==> src/sv/brb_pkg.sv <==
// ----------------------------------------------------------------------------
// brb_pkg: shared definitions for the byte ring buffer burst unit
// Field widths, operation and status codes, state encoding and the
// command/status bundles between controller and datapath.
// ----------------------------------------------------------------------------
package brb_pkg;

   // field widths
   localparam int BYTE_W   = 8;
   localparam int MODE_W   = 2;
   localparam int LEN_W    = 10;
   localparam int STATUS_W = 2;
   localparam int CSR_W    = 11;

   // ring size after reset, before clamping to the ring depth
   localparam int CSR_RESET = 1024;

   // default sizing of the unit
   localparam int RING_DEPTH_DEF     = 1024;
   localparam int MAX_READ_BURST_DEF = 64;

   // operation codes carried in the mode field
   typedef enum logic [MODE_W-1:0] {
      MODE_WRITE = 2'd0,
      MODE_READ  = 2'd1,
      MODE_QUERY = 2'd2,
      MODE_CLEAR = 2'd3
   } brb_mode_type;

   // result status codes
   typedef enum logic [STATUS_W-1:0] {
      STATUS_OK      = 2'd0,
      STATUS_EMPTY   = 2'd1,
      STATUS_INVALID = 2'd2
   } brb_status_type;

   // controller states
   typedef enum logic [1:0] {
      ST_IDLE,
      ST_RESP,
      ST_READ
   } brb_state_type;

   // controller to datapath
   typedef struct packed {
      logic take_item;
      logic read_step;
      logic show_read;
   } brb_cmd_type;

   // datapath to controller
   typedef struct packed {
      logic has_result;
      logic starts_read;
      logic read_final;
   } brb_stat_type;

endpackage

==> src/sv/brb_ctrl.sv <==
// ----------------------------------------------------------------------------
// brb_ctrl: sequencing controller
// Takes one request at a time. A write byte inside a burst presents nothing;
// any other gives one result beat, or a read burst of one byte per ready cycle.
// ----------------------------------------------------------------------------
module brb_ctrl (
   input  logic                  clock,
   input  logic                  reset,
   input  logic                  req_valid,
   output logic                  req_ready,
   output logic                  rsp_valid,
   input  logic                  rsp_ready,
   input  brb_pkg::brb_stat_type stat,
   output brb_pkg::brb_cmd_type  cmd
);

   brb_pkg::brb_state_type state_ff;
   brb_pkg::brb_state_type state_in;

   // state register
   always_ff @(posedge clock) begin
      if (reset) begin
         state_ff <= brb_pkg::ST_IDLE;
      end else begin
         state_ff <= state_in;
      end
   end

   // next state
   always_comb begin
      state_in = state_ff;
      unique case (state_ff)
         brb_pkg::ST_IDLE: begin
            if (req_valid) begin
               if (stat.starts_read) begin
                  state_in = brb_pkg::ST_READ;
               end else if (stat.has_result) begin
                  state_in = brb_pkg::ST_RESP;
               end
            end
         end
         brb_pkg::ST_RESP: begin
            if (rsp_ready) begin
               state_in = brb_pkg::ST_IDLE;
            end
         end
         brb_pkg::ST_READ: begin
            if (rsp_ready && stat.read_final) begin
               state_in = brb_pkg::ST_IDLE;
            end
         end
         default: state_in = brb_pkg::ST_IDLE;
      endcase
   end

   // outputs, no request taken while in reset
   always_comb begin
      req_ready     = 1'b0;
      rsp_valid     = 1'b0;
      cmd.take_item = 1'b0;
      cmd.read_step = 1'b0;
      cmd.show_read = 1'b0;
      unique case (state_ff)
         brb_pkg::ST_IDLE: begin
            req_ready     = !reset;
            cmd.take_item = req_valid && !reset;
         end
         brb_pkg::ST_RESP: begin
            rsp_valid = 1'b1;
         end
         brb_pkg::ST_READ: begin
            rsp_valid     = 1'b1;
            cmd.show_read = 1'b1;
            cmd.read_step = rsp_ready;
         end
         default: begin
            req_ready = 1'b0;
         end
      endcase
   end

endmodule

==> config.mk <==
export PLATFORM = sky130hd
export DESIGN_NAME = brb_ctrl
export DESIGN_NICKNAME = d
export VERILOG_FILES = /design/src/sv/brb_pkg.sv /design/src/sv/brb_ctrl.sv
export SDC_FILE = /design/constraint.sdc
export NUM_CORES = 1
export LEC_CHECK = 0
export BUFFER_PORTS_ARGS = -buffer_cell sky130_fd_sc_hd__buf_4
export CAP_MARGIN = 20
export CORE_AREA = 4 4 41 43
export DETAILED_ROUTE_END_ITERATION = 7
export DIE_AREA = 0 0 45 47
export GPL_TIMING_DRIVEN = 0
export PLACE_DENSITY = 0.47
export SLEW_MARGIN = 20
export SYNTH_ARGS = -nofsm -noshare
export SYNTH_HDL_FRONTEND = slang
export SYNTH_SLANG_ARGS = --single-unit
==> constraint.sdc <==
create_clock -name clock -period 1.8 [get_ports clock]
set_clock_uncertainty 0.05 [all_clocks]
set_input_delay 0.36 -clock clock [delete_from_list [all_inputs] [get_ports clock]]
set_output_delay 0.36 -clock clock [all_outputs]
set_load 0.02 [all_outputs]
Word level (Yosys, flattened, before mapping) --
Index checks and enable logic that the tools add are counted. Widths: inputs -> output; s select.
Operators by class: eq/ne operators 6, multiplexer cells 10, reduce and logical (&&, ||, !) cells 6
Operators by type and width (count):
- $mux 2 | 6
- $ne 2x2->1 const B | 3
- $pmux 2 s3 | 1
- $reduce_and 4->1 | 1
- $mux 1 | 3
- $ne 3x3->1 const B | 1
- $eq 2x1->1 const B | 1
- $eq 2x2->1 const B | 1
- $logic_and 1x1->1 | 2
- $logic_not 2->1 | 1
- $reduce_or 2->1 | 1
- $logic_not 1->1 | 1
Storage, ports and cells: register bits after elaboration 2, input port bits 7, output and inout bits 5, logic and storage cells 23

Depth between registers and ports, before layout --
depth after elaboration 4, depth in mapped cells 5, gate-level depth less buffers 5

Least setup slack after synthesis --
No wires, ideal clock.
path type register to output, start register state_ff[0], end output port cmd[2] (netlist name), arrival 1.253 ns, required time 1.390 ns, path slack 0.137 ns, cell stages (with the launch flop) 5, buffers on the path 0, cells stage by stage dfxtp_1 > inv_1 > ha_1 > nor2b_1 > and2_1
RTL lines:
- start, declared | RTL line brb_ctrl.sv:17 | brb_pkg::brb_state_type state_ff;
- start signal, assigned | RTL line brb_ctrl.sv:23 | state_ff <= brb_pkg::ST_IDLE;
- start signal, assigned | RTL line brb_ctrl.sv:25 | state_ff <= state_in;
- end, declared | RTL line brb_ctrl.sv:14 | output brb_pkg::brb_cmd_type cmd

==> results.ini <==
[timing]
setup_viol = 0
fmax_mhz = 589
hold_viol_final = 0
max_slew_margin_pct = 76.7
rsz0062_at_grt = false
worst_pin_slew_ns = 0.349
tns_ns = 0
slew_viol_final = 0
holdWs_ns = 0.367
period_minus_slack_ns = 1.70
finalCritPeriodShare_pct = 94.4

[setup_path]
critPathLaunch = state_ff[0]$_SDFFE_PP0P_
regToRegEndpoint = state_ff[1]$_SDFFE_PP0P_
critical_path.startpoint_type = register
path_depth = 5
ff2ff_setup_slack_ns = 0.37
crit_chain = inv_1, ha_2, nor2b_2, and2_1, buf_4
path_max_fanout = 5
rr_startpoint = state_ff[0]$_SDFFE_PP0P_
crit_slowest_cell = dfxtp_1
crit_path_end = cmd[2]
cp_num_buf_inv = 2
rr_worst_depth = 5
crit_arrival_ns = 1.29
cp-end-kind = output pin
cpPeakStageDelay_ns = 0.32
path_class = reg2out
critPathTopFamily = flip-flops
critical_path_required_ns = 1.39

[synthesis]
yosys-top-cells-area = dfxtp_1, ha_1, nor2b_1
synth_compound_area_share_pct = 32.7
synth_top_family_by_area = compound AO/OA/AOI/OAI gates
synth-adder-area-share_pct = 18.9
synth_cell_types = 13
synthesis.instances = 23
yosys_register_bits = 2
synthXorXnorAreaFrac_pct = 0
synth-simple-area-share_pct = 20.8
muxShareOfSynthArea_pct = 0
synthDominantCellAreaShare_pct = 20.1
avgSynthCellArea_um2 = 8.65
ys_warn_count = 0
yosys.area.top_type = dfxtp_1
syn_area_um2 = 199
syn_nets = 33
seq_area_frac_synth_pct = 20.1

[clock_network]
clk_latency_ns = 0.22
clk_pin_slew_worst_paths_ns = 0.03
numCtsBuffers = 3
tritoncts = yes
cts_max_level = 1
cts_hold_buf = 0
clockBufferDepth = 2
cts_root_buffer = clkbuf_4
clock_sinks = 2

[die]
die_w_um = 45
core-area_mm2 = 0.00130
initial_utilization_pct = 15.3
ios = 12
die_h_um = 47
dieArea_mm2 = 0.00212
num_rows = 13

[cells_and_area]
drive_gt1_share_pct = 45.9
antenna_cells = 0
layout-area-overhead-vs-synth_pct = 64.8
largestRegisters = state_ff: 2 flops
largest_register = state_ff
nNetsFinal = 49
nFillCells = 154
final_util_pct = 25.2
largest_reg_flops = 2

[grt]
grt_pass1_vias = 206
use_met2_pct = 8.19
grt_use_total_pct = 5.52
grt_max_degree = 6
antenna_found_initial = 0
grt_overflow = 0
grt_util_met3_pct = 1.92
grt_pass1_wl_um = 793
grtUsageMet1_pct = 5.43
grt-busiest-layer = met2

[outcome]
outcome = complete, no violations

[pwr]
ir_worst_vdd_v = 0.000244
power-per-cell-area_mw_per_mm2 = 751
leakage_nw = 0.162
total_power_uw = 246

[detailed_routing]
wirelength_um = 479
drc = 0
drt.antenna.violating_nets = 0
first_pass_iters = 4
wl_per_cell_um = 9.21
vias = 197
drt-initial-drc-count = 1
vias_per_cell = 3.79

[placed_design]
io_buffers = 11
globalplace.congestion = 0.621
dpl.hpwl_um = 388

[min_path]
min-delay-start = reset
hold_path_depth = 3
hp-class = in2reg

[job]
maxCapViolations = 0

-- worst min-delay path by stage --
stage	endpoint	slack, ns
after floorplan	state_ff[1]$_SDFFE_PP0P_	0.47
after detailed placement	state_ff[1]$_SDFFE_PP0P_	0.59
after global placement	state_ff[1]$_SDFFE_PP0P_	0.59
after CTS	state_ff[1]$_SDFFE_PP0P_	0.35
final	state_ff[1]$_SDFFE_PP0P_	0.37
after global routing	state_ff[1]$_SDFFE_PP0P_	0.39
-- cells in the final DEF (no fill, tap or decap) --
master    netlist  layout
nor2b_2         0       1
nor2b_1         3       2
ha_2            0       1
a21boi_1        1       1
and2_1          2       2
clkbuf_4        0       3
dfxtp_1         2       2
o31a_1          1       1
nor3_1          1       1
inv_1           4       4
o41ai_2         1       1
nand3_1         1       1
o311a_1         1       1
a21boi_0        2       2
ha_1            3       2
o21a_1          1       1
buf_4           0      11
-- worst register-to-register path, cell delays in order (launching register included) --
cell and delay [ns]:
dfxtp_1 0.32, inv_1 0.09, ha_1 0.22, a21boi_1 0.17, o31a_1 0.29, o21a_1 0.18
-- area by class of cell --
type	instances	area (um^2)	share of cell area (%)
Multi-Input combinational cell	17	149	45.4
Timing Repair Buffer	11	82.6	25.2
Sequential cell	2	40.0	12.2
Clock buffer	3	22.5	6.87
Tap cell	15	18.8	5.73
Inverter	4	15.0	4.58
-- metal layers --
layer / up-vias / part of all wire, %
met5: - / 0
met4: 0 / 0
met3: 0 / 11
met2: 8 / 44
met1: 81 / 45
li1: 108 / -
-- where the power goes --
group          switching (mW)  leakage, nW  internal (mW)
sequential            0.00300       0.0164         0.0492
clock                  0.0239       0.0138         0.0734
combinational          0.0472        0.132         0.0493
total                  0.0741        0.162          0.172
-- logic make-up after synthesis --
kind of cell / after synthesis
AOI/OAI and AO/OA: 7
adders and majority gates: 3
buffers and inverters: 4
DFF: 2
and+or+nand+nor: 7
-- synth_stat cells --
cell and number:
a21boi_0 2, a21boi_1 1, and2_1 2, dfxtp_1 2, ha_1 3, inv_1 4, nand3_1 1, nor2b_1 3
nor3_1 1, o21a_1 1, o311a_1 1, o31a_1 1, o41ai_2 1
-- through the flow --
| stage | worst slack, ns | cells | cell area (um^2) |
|---|---|---|---|
| floorplan | 0.137 | 23 | 199 |
| CTS | 0.0485 | 52 | 323 |
| global route | 0.0187 | 52 | 328 |
| detailed placement | 0.290 | 49 | 300 |
| global placement | 0.304 | 49 | 300 |
| finish | 0.101 | 52 | 328 |
-- what timing repair did --
action                                  CTS  global route
gates resized for setup                   0             2
setup buffers                             0             0
endpoints found under the setup margin    0             1
endpoints found under the hold margin     0             0
Power figures use the tool's default switching activity.
